**config.mk**
```make
export PLATFORM = sky130hd
export DESIGN_NAME = fpga_passive_serial_loader
export DESIGN_NICKNAME = d
export VERILOG_FILES = /design/src/design/fpsl_pkg.sv /design/src/design/fpsl_front.sv /design/src/design/fpsl_queue.sv /design/src/design/fpsl_back.sv /design/src/design/fpga_passive_serial_loader.sv
export SDC_FILE = /design/constraint.sdc
export NUM_CORES = 1
export LEC_CHECK = 0
export BUFFER_PORTS_ARGS = -buffer_cell sky130_fd_sc_hd__buf_2
export CELL_PAD_IN_SITES_DETAIL_PLACEMENT = 0
export CELL_PAD_IN_SITES_GLOBAL_PLACEMENT = 1
export CORE_MARGIN = 4
export CORE_UTILIZATION = 56
export CTS_BUF_LIST = sky130_fd_sc_hd__clkbuf_4
export DETAILED_ROUTE_END_ITERATION = 8
export GPL_TIMING_DRIVEN = 0
export PLACE_DENSITY_LB_ADDON = 0.12
export SETUP_SLACK_MARGIN = 0.5
export SLEW_MARGIN = 40
export SYNTH_ARGS = -nofsm -noshare
export SYNTH_HDL_FRONTEND = slang
export SYNTH_SLANG_ARGS = --single-unit
```
**constraint.sdc**
```tcl
create_clock -name clk_i -period 7 [get_ports clk_i]
set_input_delay 1.4 -clock clk_i [delete_from_list [all_inputs] [get_ports clk_i]]
set_output_delay 1.4 -clock clk_i [all_outputs]
set_load 0.03 [all_outputs]
```
**src/design/fpsl_pkg.sv**
```systemverilog
`default_nettype none
package fpsl_pkg;

  localparam int unsigned BITS_PER_BYTE = 8;
  localparam int unsigned BitIdxW = $clog2(BITS_PER_BYTE);

  typedef enum logic [1:0] {
    KIND_START  = 2'd0,
    KIND_POLL   = 2'd1,
    KIND_DATA   = 2'd2,
    KIND_FINISH = 2'd3
  } kind_e;

  typedef enum logic [2:0] {
    ST_IDLE          = 3'd0,
    ST_WAITING       = 3'd1,
    ST_READY         = 3'd2,
    ST_TIMEOUT       = 3'd3,
    ST_NSTATUS_FAIL  = 3'd4,
    ST_CONFDONE_FAIL = 3'd5,
    ST_LOADED        = 3'd6,
    ST_IGNORED       = 3'd7
  } status_e;

  typedef enum logic [0:0] {
    REG_POLL_LIMIT   = 1'b0,
    REG_EXTRA_CLOCKS = 1'b1
  } reg_idx_e;

  localparam logic [7:0] PollLimitReset   = 8'd255;
  localparam logic [2:0] ExtraClocksReset = 3'd3;
  localparam logic [7:0] PollCountMax     = 8'hFF;

  // One queued job: a burst of cnt_m1 + 1 results.
  typedef struct packed {
    logic                 nconfig;
    logic                 pulse;
    status_e              status;
    logic [BITS_PER_BYTE-1:0] bits;
    logic [BitIdxW-1:0]   cnt_m1;
  } cmd_t;

endpackage
`default_nettype wire

```
**src/design/fpsl_front.sv**
```systemverilog
`default_nettype none
module fpsl_front (
  input  logic                 clk_i,
  input  logic                 rst_ni,
  input  logic                 cfg_we_i,
  input  logic [0:0]           cfg_idx_i,
  input  logic [7:0]           cfg_data_i,
  input  logic                 in_valid_i,
  output logic                 in_stall_o,
  input  logic [1:0]           kind_i,
  input  logic [7:0]           data_byte_i,
  input  logic                 nstatus_level_i,
  input  logic                 conf_done_level_i,
  output logic                 push_o,
  output fpsl_pkg::cmd_t       push_cmd_o,
  input  logic                 full_i
);
  import fpsl_pkg::*;

  typedef enum logic [4:0] {
    PH_IDLE = 5'b00001,
    PH_WAIT = 5'b00010,
    PH_LOAD = 5'b00100,
    PH_DONE = 5'b01000,
    PH_FAIL = 5'b10000
  } phase_e;

  phase_e     phase_q, phase_d;
  logic [7:0] poll_q, poll_d, poll_inc;
  logic       ncfg_q, ncfg_d;
  logic [7:0] poll_limit_q;
  logic [2:0] extra_q;
  logic       accept;
  cmd_t       cmd;

  assign in_stall_o = full_i;
  assign accept     = in_valid_i && !full_i;
  assign poll_inc   = (poll_q == PollCountMax) ? poll_q : poll_q + 8'd1;

  always_comb begin
    phase_d    = phase_q;
    poll_d     = poll_q;
    ncfg_d     = ncfg_q;
    cmd.pulse  = 1'b0;
    cmd.status = ST_IGNORED;
    cmd.bits   = '0;
    cmd.cnt_m1 = '0;
    unique case (kind_e'(kind_i))
      KIND_START: begin
        if (phase_q == PH_IDLE || phase_q == PH_DONE || phase_q == PH_FAIL) begin
          ncfg_d     = 1'b1;
          poll_d     = '0;
          phase_d    = PH_WAIT;
          cmd.status = ST_WAITING;
        end
      end
      KIND_POLL: begin
        if (phase_q == PH_WAIT) begin
          if (nstatus_level_i) begin
            phase_d    = PH_LOAD;
            cmd.status = ST_READY;
          end else begin
            poll_d = poll_inc;
            if (poll_inc >= poll_limit_q) begin
              phase_d    = PH_FAIL;
              cmd.status = ST_TIMEOUT;
            end else begin
              cmd.status = ST_WAITING;
            end
          end
        end
      end
      KIND_DATA: begin
        if (phase_q == PH_LOAD) begin
          cmd.pulse  = 1'b1;
          cmd.status = ST_READY;
          cmd.bits   = data_byte_i;
          cmd.cnt_m1 = BitIdxW'(BITS_PER_BYTE - 1);
        end
      end
      KIND_FINISH: begin
        if (phase_q == PH_LOAD) begin
          phase_d = PH_FAIL;
          if (!nstatus_level_i) begin
            cmd.status = ST_NSTATUS_FAIL;
          end else if (!conf_done_level_i) begin
            cmd.status = ST_CONFDONE_FAIL;
          end else begin
            phase_d    = PH_DONE;
            cmd.status = ST_LOADED;
            if (extra_q != 3'd0) begin
              cmd.pulse  = 1'b1;
              cmd.cnt_m1 = BitIdxW'(extra_q - 3'd1);
            end
          end
        end
      end
      default: ;
    endcase
    cmd.nconfig = ncfg_d;
  end

  assign push_o     = accept;
  assign push_cmd_o = cmd;

  always_ff @(posedge clk_i or negedge rst_ni) begin
    if (!rst_ni) begin
      phase_q      <= PH_IDLE;
      poll_q       <= '0;
      ncfg_q       <= 1'b0;
      poll_limit_q <= PollLimitReset;
      extra_q      <= ExtraClocksReset;
    end else begin
      if (accept) begin
        phase_q <= phase_d;
        poll_q  <= poll_d;
        ncfg_q  <= ncfg_d;
      end
      if (cfg_we_i) begin
        unique case (reg_idx_e'(cfg_idx_i))
          REG_POLL_LIMIT:   poll_limit_q <= cfg_data_i;
          REG_EXTRA_CLOCKS: extra_q      <= cfg_data_i[2:0];
          default: ;
        endcase
      end
    end
  end

endmodule
`default_nettype wire

```
**src/design/fpsl_queue.sv**
```systemverilog
`default_nettype none
module fpsl_queue #(
  parameter int unsigned DEPTH = 4
) (
  input  logic           clk_i,
  input  logic           rst_ni,
  input  logic           push_i,
  input  fpsl_pkg::cmd_t push_cmd_i,
  output logic           full_o,
  output logic           valid_o,
  output fpsl_pkg::cmd_t head_o,
  input  logic           pop_i
);
  import fpsl_pkg::*;

  localparam int unsigned PtrW = (DEPTH > 1) ? $clog2(DEPTH) : 1;
  localparam int unsigned CntW = $clog2(DEPTH + 1);
  localparam logic [PtrW-1:0] PtrMax = PtrW'(DEPTH - 1);
  localparam logic [CntW-1:0] CntFull = CntW'(DEPTH);

  cmd_t            mem_q [DEPTH];
  logic [PtrW-1:0] wr_q, rd_q;
  logic [CntW-1:0] cnt_q;
  logic            do_push, do_pop;

  assign full_o  = (cnt_q == CntFull);
  assign valid_o = (cnt_q != '0);
  assign head_o  = mem_q[rd_q];
  assign do_push = push_i && !full_o;
  assign do_pop  = pop_i && valid_o;

  always_ff @(posedge clk_i) begin
    if (do_push) begin
      mem_q[wr_q] <= push_cmd_i;
    end
  end

  always_ff @(posedge clk_i or negedge rst_ni) begin
    if (!rst_ni) begin
      wr_q  <= '0;
      rd_q  <= '0;
      cnt_q <= '0;
    end else begin
      if (do_push) begin
        wr_q <= (wr_q == PtrMax) ? '0 : wr_q + PtrW'(1);
      end
      if (do_pop) begin
        rd_q <= (rd_q == PtrMax) ? '0 : rd_q + PtrW'(1);
      end
      if (do_push && !do_pop) begin
        cnt_q <= cnt_q + CntW'(1);
      end else if (do_pop && !do_push) begin
        cnt_q <= cnt_q - CntW'(1);
      end
    end
  end

endmodule
`default_nettype wire

```
**src/design/fpsl_back.sv**
```systemverilog
`default_nettype none
module fpsl_back (
  input  logic           clk_i,
  input  logic           rst_ni,
  input  logic           valid_i,
  input  fpsl_pkg::cmd_t head_i,
  output logic           pop_o,
  output logic           out_valid_o,
  input  logic           out_stall_i,
  output logic           nconfig_level_o,
  output logic           data_bit_o,
  output logic           dclk_pulse_o,
  output logic [2:0]     status_o,
  output logic           last_o
);
  import fpsl_pkg::*;

  logic [BitIdxW-1:0] idx_q;
  logic               vld_q;
  logic               load, fin;
  logic               ncfg_q, bit_q, pulse_q, last_q;
  status_e            st_q;

  assign load  = !vld_q || !out_stall_i;
  assign fin   = (idx_q == head_i.cnt_m1);
  assign pop_o = load && valid_i && fin;

  always_ff @(posedge clk_i or negedge rst_ni) begin
    if (!rst_ni) begin
      vld_q <= 1'b0;
      idx_q <= '0;
    end else if (load) begin
      vld_q <= valid_i;
      if (valid_i) begin
        idx_q <= fin ? '0 : idx_q + BitIdxW'(1);
      end
    end
  end

  always_ff @(posedge clk_i) begin
    if (load && valid_i) begin
      ncfg_q  <= head_i.nconfig;
      bit_q   <= head_i.bits[idx_q];
      pulse_q <= head_i.pulse;
      st_q    <= head_i.status;
      last_q  <= fin;
    end
  end

  assign out_valid_o     = vld_q;
  assign nconfig_level_o = ncfg_q;
  assign data_bit_o      = bit_q;
  assign dclk_pulse_o    = pulse_q;
  assign status_o        = st_q;
  assign last_o          = last_q;

endmodule
`default_nettype wire

```
**src/design/fpga_passive_serial_loader.sv**
```systemverilog
`default_nettype none
// Passive serial configuration master. Items (start, poll, data byte, finish) are
// taken one per cycle while the command queue has room; the front end tracks the
// phase, poll count and nCONFIG and queues one job per item. The output side plays
// each job out at one result per cycle while out_stall_i is low: a data byte gives one
// result and one DCLK pulse per bit, LSB first; a good finish gives extra_clocks
// pulsed results (one unpulsed result if zero), and every other item one result.
// Sustained throughput is set by that single output port. The queue holds QUEUE_DEPTH
// jobs, counting the one being played out. Configuration writes (index 0 poll_limit, 1
// extra_clocks) take effect at once and belong only where no item is in flight.
module fpga_passive_serial_loader #(
  parameter int unsigned QUEUE_DEPTH = 4
) (
  input  logic       clk_i,
  input  logic       rst_ni,
  input  logic       cfg_we_i,
  input  logic [0:0] cfg_idx_i,
  input  logic [7:0] cfg_data_i,
  input  logic       in_valid_i,
  output logic       in_stall_o,
  input  logic [1:0] kind_i,
  input  logic [7:0] data_byte_i,
  input  logic       nstatus_level_i,
  input  logic       conf_done_level_i,
  output logic       out_valid_o,
  input  logic       out_stall_i,
  output logic       nconfig_level_o,
  output logic       data_bit_o,
  output logic       dclk_pulse_o,
  output logic [2:0] status_o,
  output logic       last_o
);
  import fpsl_pkg::*;

  logic push, full, q_valid, pop;
  cmd_t push_cmd, head;

  fpsl_front u_front (
    .clk_i             (clk_i),
    .rst_ni            (rst_ni),
    .cfg_we_i          (cfg_we_i),
    .cfg_idx_i         (cfg_idx_i),
    .cfg_data_i        (cfg_data_i),
    .in_valid_i        (in_valid_i),
    .in_stall_o        (in_stall_o),
    .kind_i            (kind_i),
    .data_byte_i       (data_byte_i),
    .nstatus_level_i   (nstatus_level_i),
    .conf_done_level_i (conf_done_level_i),
    .push_o            (push),
    .push_cmd_o        (push_cmd),
    .full_i            (full)
  );

  fpsl_queue #(
    .DEPTH (QUEUE_DEPTH)
  ) u_queue (
    .clk_i      (clk_i),
    .rst_ni     (rst_ni),
    .push_i     (push),
    .push_cmd_i (push_cmd),
    .full_o     (full),
    .valid_o    (q_valid),
    .head_o     (head),
    .pop_i      (pop)
  );

  fpsl_back u_back (
    .clk_i           (clk_i),
    .rst_ni          (rst_ni),
    .valid_i         (q_valid),
    .head_i          (head),
    .pop_o           (pop),
    .out_valid_o     (out_valid_o),
    .out_stall_i     (out_stall_i),
    .nconfig_level_o (nconfig_level_o),
    .data_bit_o      (data_bit_o),
    .dclk_pulse_o    (dclk_pulse_o),
    .status_o        (status_o),
    .last_o          (last_o)
  );

endmodule
`default_nettype wire

```
* Word-level counts from Yosys, hierarchy flattened *
Memories as Yosys holds them, arrays and structs flattened.
Index checks and enable logic that the tools add are counted.
W data, S select, Z words.

cells by class
  reductions and logical operators = 26
  multiplexer cells = 43
  equal/unequal tests = 18
  bitwise logic cells = 1
  add/sub/neg operators = 7
  order comparisons = 2

operator list
  cell                   number
  $mux W8                5
  $mux W5                7
  $mux W3                11
  $pmux W8 S2            1
  $mux W15               1
  $pmux W5 S3            1
  $pmux W3 S4            1
  $reduce_bool A3 Y1     3
  $add A8 B1 Y8 const B  1
  $eq A2 B2 Y1 const B   4
  $eq A8 B8 Y1 const B   1
  $ge A8 B8 Y1           1
  $mux W1                8
  $mux W2                4
  $logic_and A1 B1 Y1    7
  $add A3 B1 Y3 const B  2
  $ne A2 B1 Y1 const B   3
  $pmux W3 S2            1
  $reduce_and A2 Y1      3
  $reduce_and A6 Y1      1
  $sub A3 B1 Y3 const B  2
  $eq A5 B1 Y1 const B   1
  $eq A5 B2 Y1 const B   1
  $eq A5 B3 Y1 const B   1
  other kinds (18)       26

word-level totals
  word-level logic and storage cells = 113
  bits in registers = 43
  bits in writable memories = 64
  memories kept = 1

memory list
  name           depth  width  rd ports  clocked after memory_dff  write ports  line              text
  u_queue.mem_q  4      16     1         0                         1            fpsl_queue.sv:21  cmd_t mem_q [DEPTH];

* Depth between registers and ports, before layout *
Gate-level depths: netlist (run 1).

  word-level depth = 8
  gate-level depth with buffers = 14
  mapped depth without buffers = 13

* By module *
Synthesis (run 1) repeated with hierarchy kept, for this count alone.

second synthesis, totals
  cells, all modules = 352
  area, all modules = 5082.4 µm²

modules (own cells, without submodules)
  module      cells each  area each (µm²)  times used
  fpsl_queue  121         2831.5           1
  fpsl_front  195         1734.2           1
  fpsl_back   36          516.7            1

* Worst setup path after synthesis (run 1) *
OpenSTA, ideal clock, no wires.

  kind = input to register
  start point = input port out_stall_i
  end point = register u_queue.cnt_q[1]
  path buffers = 0
  setup time = 0.125 ns
  arrival = 3.173 ns
  setup slack = 3.702 ns
  stages = 6
  path through = a21oi_1 -> nand2_1 -> ha_1 -> inv_1 -> fa_1 -> mux2_2

between the ends
  longest elaborated chain between the ends = 8
  elaborated cells on any way between the ends = 10
  those cells by class = 1 x mux; 9 x reduce/logical

RTL lines
  element                                               line                              text
  start: declaration                                    fpga_passive_serial_loader.sv:26  input logic out_stall_i,
  $logic_not A1 Y1 *                                    fpsl_back.sv:24                   assign load = !vld_q || !out_stall_i;
  $logic_or A1 B1 Y1 *                                  fpsl_back.sv:24
  $logic_and A1 B1 Y1 * (2 in series)                   fpsl_back.sv:26                   assign pop_o = load && valid_i && fin;
  $logic_and A1 B1 Y1 *                                 fpsl_queue.sv:30                  assign do_pop = pop_i && valid_o;
  $logic_not A1 Y1                                      fpsl_queue.sv:50                  if (do_push && !do_pop) begin
  $logic_and A1 B1 Y1                                   fpsl_queue.sv:50
  $mux W3 / $reduce_bool A2 Y1 (equally long branches)  n/a
  end signal: assignment                                fpsl_queue.sv:51                  cnt_q <= cnt_q + CntW'(1);
  end signal: assignment                                fpsl_queue.sv:53                  cnt_q <= cnt_q - CntW'(1);
  end: declaration                                      fpsl_queue.sv:23                  logic [CntW-1:0] cnt_q;

Every way passes the cells marked *; elsewhere a longest branch is shown, timed or not.
A chain may end at the register's enable or synchronous reset.

==> impl_metrics.ini, run 1 <==
[clock_tree]
cts_tree = built
cts_sinks = 107
clk_pin_slew_worst_paths_ns = 0.16
clock_path_buffers = 2
clock-root-buffer = clkbuf_4
clk_latency_ns = 0.45
htreeDepth = 3
cts_resized = 0
hold_buffers = 0
cts_buffers = 9
postCtsSetupBuffers = 0

[final_layout]
antenna_cells = 0
fin_util_pct = 62.4
drive_above_1_share_pct = 27.7
layout.nets = 445
syn_to_final_growth_pct = 8.83

[synthesis]
synth_area_leaders = edfxtp_1, dfrtp_1, mux4_2
netlist_area_mm2 = 0.00500
ys_types = 60
ys_seq_area_share_pct = 60.9
yosys.area.top_type_share_pct = 42.6
synthesis.nets = 401
syn_area_per_cell_um2 = 14.0
yosysWarnings = 0
ys_ff_latch = 107
synthCells = 356
async_reset_ff_share_pct = 33.6
yosys_most_used_dff = edfxtp_1
synth.most_common_cell = edfxtp_1
synth_common_cells = edfxtp_1, nand2_1, dfrtp_1
synth_edf_count = 71
yosysTopAreaCell = edfxtp_1

[setup_path]
cp.required_ns = 7.23
rr_endpoint = u_queue.mem_q[3][12]
timing.rr.start = u_front.poll_q[0]
startpoint = u_front.poll_q[0]
end_kind = flip-flop
worst_r2r_path_depth = 12
rrSetupSlack_ns = 3.54
path_max_fanout = 9
criticalPathCategory = flip-flop to flip-flop
critPathLaunchType = flip-flop
cp_data_arrival_time_ns = 3.69

[worst_hold_path]
holdPathStages = 1
hp-class = flip-flop to flip-flop
holdPathEnd = u_front.ncfg_q
holdCritStartpoint = u_front.ncfg_q

[floorplanning]
ioPinCount = 35
dieArea_mm2 = 0.0105
die_h_um = 102
core-area_mm2 = 0.00872
fp-row-count = 34
die_x_um = 102
initial_core_util_pct = 57.3

[timing]
min_period_over_period_pct = 49.4
fin_skew_ns = 0.0287
maxSlewViolCount = 0
setup_viol = 0
layout_min_cycle_time_ns = 3.46
holdWs_ns = 0.494
grt_setup_unrepaired = false
max_freq_mhz = 289
maxSlewHeadroom_pct = 47.1
hold_viol_final = 0
worst_pin_slew_ns = 0.794
setup_tns_ns = 0

[global_routing]
antenna_found_initial = 0
grt_pass1_vias = 2842
grt_use_met3_pct = 3.32
grt_usage_pct = 18.0
top_usage_layer = met2
met2_usage_pct = 28.5
grt_max_degree = 37
grt_pass1_wl_um = 14300
overflow = 0
met1_usage_pct = 26.2

[routing]
wl_per_cell_um = 16.9
drc = 0
dr.pass1.iters = 4
drt_iter0_markers = 97
wl_um = 8690
routed_via_density = 5.60
vias = 2875
ant_nets = 0

[placement]
place.port_buffers = 33
dp_hpwl_um = 6180
routabilityCongestion = 0.799

[power_and_ir_drop]
power_density_mw_per_mm2 = 346
peakVddDrop_mv = 0.221
p_leak_nw = 2.10

[job]
maxCapViolCount = 0

[run_status]
outcome = finished, final reports clean
## layer usage
layer	wire, µm	share of wire (%)	up-vias
met5	0	0	-
met4	61	0.70	0
met3	255	2.9	6
met2	4230	49	44
li1	-	-	1403
met1	4140	48	1422
## how the worst max path moves through the flow
stage	to	slack (ns)	cells after the start
floorplan	u_queue.cnt_q[1]	3.70	6
global placement	u_queue.cnt_q[1]	3.02	7
detailed placement	u_queue.cnt_q[1]	3.50	7
CTS	u_queue.mem_q[3][12]	3.51	12
global route	u_queue.mem_q[3][12]	3.18	14
finish	u_queue.mem_q[3][12]	3.54	12
## power breakdown
group	internal, W	switching [W]	total [W]
Sequential	0.000855	0.0000699	0.000925
Combinational	0.000304	0.000359	0.000663
Clock	0.0000848	0.000212	0.000297
Total	0.00124	0.000641	0.00188
## layout by cell type, fill, tap and decap left out, types with 2 or more instances in the layout
master	Yosys	routed
o21ai_0	22	22
o211ai_1	2	2
edfxtp_1	71	71
mux4_2	16	16
or2_2	4	4
clkbuf_4	1	11
mux2_2	8	8
mux2i_1	7	7
nor2b_1	3	3
nor2_1	20	20
buf_2	3	35
ha_1	18	18
inv_1	20	20
a21oi_2	1	2
a31oi_1	2	2
xnor2_1	7	7
dfrtp_1	25	25
dfstp_2	11	11
inv_6	0	4
nand3_1	5	5
a21o_1	2	2
or3_1	2	2
o31ai_1	4	4
nor3_1	7	7
xor2_1	6	6
nand2_1	29	29
nand2b_1	3	3
and2_1	13	10
a21oi_1	10	9
and2_2	1	4
clkbuf_1	3	3
## sequential cells by signal, indices dropped and copies added (netlist names), 2 cells and up
name and flops:
u_queue.mem_q 64, u_back.status_o 3, u_queue.cnt_q 3, u_back.idx_q 3, u_front.phase_q 5, u_front.poll_q 8, u_front.extra_q 3, u_queue.rd_q 2
u_front.poll_limit_q 8, u_queue.wr_q 2
## critical path, stage by stage (launching register included)
cell	delay, ns
dfrtp_1	0.46
ha_1	0.25
nand2_1	0.14
or4_1	0.12
clkbuf_1	0.30
nor2b_1	0.34
nand2_1	0.15
xnor2_1	0.14
ha_1	0.27
nand2_1	0.04
o41a_2	0.51
a21bo_2	0.23
a31oi_1	0.30
## final cells by class
class | count | area [µm²]
repair buffers | 33 | 168
clock inverters | 6 | 56.3
multi-input cells | 217 | 1790
fillers | 680 | 3280
flip-flops and latches | 107 | 3050
clock buffers | 10 | 75.1
inverters | 21 | 78.8
well taps | 108 | 135
plain buffers | 11 | 95.1
## cell families (layout without fill, tap and decap cells)
logic type / count (synthesis) / count (layout) / share of synthesized area (%)
flip-flops: 107 / 107 / 60.9
AND/OR/NAND/NOR: 98 / 98 / 10.3
AO/OA/AOI/OAI: 56 / 56 / 7.71
buffers and inverters: 32 / 81 / 3.48
multiplexers: 31 / 31 / 10.4
adder cells (fa/ha/maj): 19 / 19 / 4.91
XOR/XNOR: 13 / 13 / 2.28
## metrics by stage
step / cells / worst slack, ns / cell area (µm²) / power [W]
6_report: 513 / 3.54 / 5440 / 0.00188
5_1_grt: 513 / 3.18 / 5440 / 0.00202
4_1_cts: 513 / 3.51 / 5440 / 0.00191
3_5_place_dp: 497 / 3.50 / 5310 / 0.00162
3_3_place_gp: 497 / 3.02 / 5300 / 0.00160
2_1_floorplan: 356 / 3.70 / 5000 / 0.00145
Power figures use the tool's default switching activity.
==> run 2: changes to the inputs <==
ABC_AREA = 1   (was not set)
CORE_UTILIZATION = 44   (was 56)
clock period = 2.85 ns   (was 7 ns; I/O delays follow)
==> run 2 against run 1 <==
  * Wire length is 20% higher
  * Synthesized area is 2.7% higher
  * Clock power grew to 2.7 times the previous value
  * First-iteration DRC count is 130% higher
  * Flip-flop and latch count stayed put
  * Highest routed layer unchanged
==> impl_metrics.ini, run 2 <==
[synthesis]
synth-compound-area-share_pct = 4.90
synth.most_common_cell = nand2_1
synthAdderAreaFrac_pct = 4.77
syn_area_per_cell_um2 = 9.69
ys_types = 36
synth_area_leaders = edfxtp_1, dfrtp_1, nand2_1
yosys.area.top_type_share_pct = 41.5
netlist_area_mm2 = 0.00514
synthCells = 530
yosysWarnings = 0
async_reset_ff_share_pct = 33.6
synth_common_cells = nand2_1, edfxtp_1, inv_1
muxShareOfSynthArea_pct = 0
yosys_most_used_dff = edfxtp_1
synth_edf_count = 71
synth-simple-area-share_pct = 23.0
synthesis.nets = 575
synth_top_family_by_area = simple AND/OR/NAND/NOR gates
ys_ff_latch = 107
yosysTopAreaCell = edfxtp_1
synth_xor_area_share_pct = 1.36
ys_seq_area_share_pct = 59.3

[placement]
place.port_buffers = 34
dp_cells = 708
routabilityCongestion = 0.783
dp_hpwl_um = 7320
dpl-instance-area_mm2 = 0.00553

[final_layout]
layout_common_cells = nand2_1, edfxtp_1, inv_1
stdcell_count = 736
fin_area_mm2 = 0.00585
layout.nets = 633
largest_register_ffs = 64
antenna_cells = 0
largest-register = u_queue.mem_q
fin_util_pct = 51.2
final_common_cell = nand2_1
drive_above_1_share_pct = 20.9
fillers = 1094
top_regs = u_queue.mem_q (64), u_front.poll_limit_q (8), u_front.poll_q (8)
syn_to_final_growth_pct = 13.8

[routing]
drt_iter0_markers = 224
dr.pass1.iters = 4
wl_per_cell_um = 14.2
vias = 3552
routed_via_density = 4.83
drc = 0
wl_um = 10500
ant_nets = 0

[timing]
max_freq_mhz = 402
worst_pin_slew_ns = 0.551
grt_setup_unrepaired = true
hold_viol_final = 0
min_period_over_period_pct = 87.2
setup_tns_ns = 0
setup_viol = 0
maxSlewHeadroom_pct = 63.2
fin_skew_ns = 0.0278
maxSlewViolCount = 0
layout_min_cycle_time_ns = 2.48

[setup_path]
cp_data_arrival_time_ns = 2.68
timing.rr.start = u_front.poll_q[0]
slowest_stage = dfrtp_1
end_kind = flip-flop
cp.required_ns = 3.04
cp_common_cell = nand2_2
startpoint = u_front.poll_q[0]
path_max_fanout = 4
criticalPathCategory = flip-flop to flip-flop
path_buf_inv = 2
critPathLaunchType = flip-flop
critPathTopFamily = simple AND/OR/NAND/NOR gates
slowest_delay_ns = 0.39
path_cells = ha_2 > nand2_2 > inv_2 > nand4_1 > nor2_4 > xor2_2 > inv_1 > ha_1 > nand2_1 > nor2_1 > nor2_1 > nand2_1 > nand2_2 > nand3_2 > nand2_2 > nand4_1

[floorplanning]
fp-row-count = 39
die_h_um = 116
core-area_mm2 = 0.0114
dieArea_mm2 = 0.0135
die_x_um = 116
ioPinCount = 35
initial_core_util_pct = 45.0

[clock_tree]
cts_buffers = 9
clk_latency_ns = 0.48
cts_tree = built
clock_path_buffers = 2
clock-root-buffer = clkbuf_4
hold_buffers = 0
htreeDepth = 3
cts_sinks = 107
clk_pin_slew_worst_paths_ns = 0.16

[power_and_ir_drop]
p_leak_nw = 2.62
power_density_mw_per_mm2 = 869
peakVddDrop_mv = 0.524
power_w = 0.00508

[global_routing]
grt_use_met3_pct = 4.70
grt_max_degree = 37
grt_usage_pct = 16.8
grt_pass1_wl_um = 17200
antenna_found_initial = 0
overflow = 0
top_usage_layer = met2
grt_pass1_vias = 3481
met2_usage_pct = 27.8
met1_usage_pct = 21.8

[worst_hold_path]
hp-class = input pin to asynchronous set/reset pin

[job]
maxCapViolCount = 0

[run_status]
outcome = finished, final reports clean
-- run 2: metal layers --
metal / vias to the layer above / share of wire [%]
met5: - / 0
met1: 1622 / 46
met4: 0 / 0.75
met3: 7 / 4.3
met2: 67 / 49
li1: 1856 / -
-- run 2: final timing paths --
path / cells after the start / end / slack, ns
max: 16 / u_queue.mem_q[2][12] / 0.37
min: 1 / u_back.idx_q[2] / 0.04
max reg2reg: 16 / u_queue.mem_q[2][12] / 0.37
max in group asynchronous: 1 / u_front.extra_q[0] / 2.43
min in group clk_i: 3 / u_front.poll_limit_q[7] / 0.30
min reg2reg: 2 / u_front.ncfg_q / 0.48
-- run 2: cell families after synthesis --
logic type | after synthesis
and+or+nand+nor | 270
AOI/OAI and AO/OA | 46
xor gates and xnor gates | 8
adders and majority gates | 19
buffers and inverters | 80
DFF | 107
-- run 2: area by class of cell --
cell class                 instances  area, µm²  share of cell area (%)
sequential                       107       3050                    52.1
multi-input combinational        343       1840                    31.4
timing repair buffer              47        282                    4.82
inverter                          68        267                    4.56
tap                              143        179                    3.06
buffer                            12       93.8                    1.61
clock inverter                     7       75.1                    1.28
clock buffer                       9       67.6                    1.16
-- run 2: per-stage QoR --
stage,hold WS [ns],worst slack (ns)
final,0.0417,0.365
after global routing,0.0274,0.0929
after CTS,0.0282,0.339
after detailed placement,0.455,0.166
after global placement,0.448,0.180
after floorplan,0.274,0.635
-- run 2: what timing repair did --
item / 4_1_cts / 5_1_grt
pin swaps: 5 / 9
buffers inserted: 5 / 7
resized for setup: 11 / 14
setup endpoints to repair: 11 / 11
-- run 2: worst reg2reg max path, stage by stage, from the launching register on --
cell     delay, ns
dfrtp_1       0.39
ha_2          0.20
nand2_2       0.08
inv_2         0.05
nand4_1       0.14
nor2_4        0.21
xor2_2        0.17
inv_1         0.06
ha_1          0.27
nand2_1       0.07
nor2_1        0.04
nor2_1        0.08
nand2_1       0.08
nand2_2       0.10
nand3_2       0.07
nand2_2       0.07
nand4_1       0.14
-- run 2: power breakdown --
| group | total (W) | internal (W) | switching, W |
|---|---|---|---|
| combinational | 0.00201 | 0.000742 | 0.00127 |
| sequential | 0.00227 | 0.00208 | 0.000188 |
| clock | 0.000791 | 0.000274 | 0.000517 |
| total | 0.00508 | 0.00310 | 0.00198 |
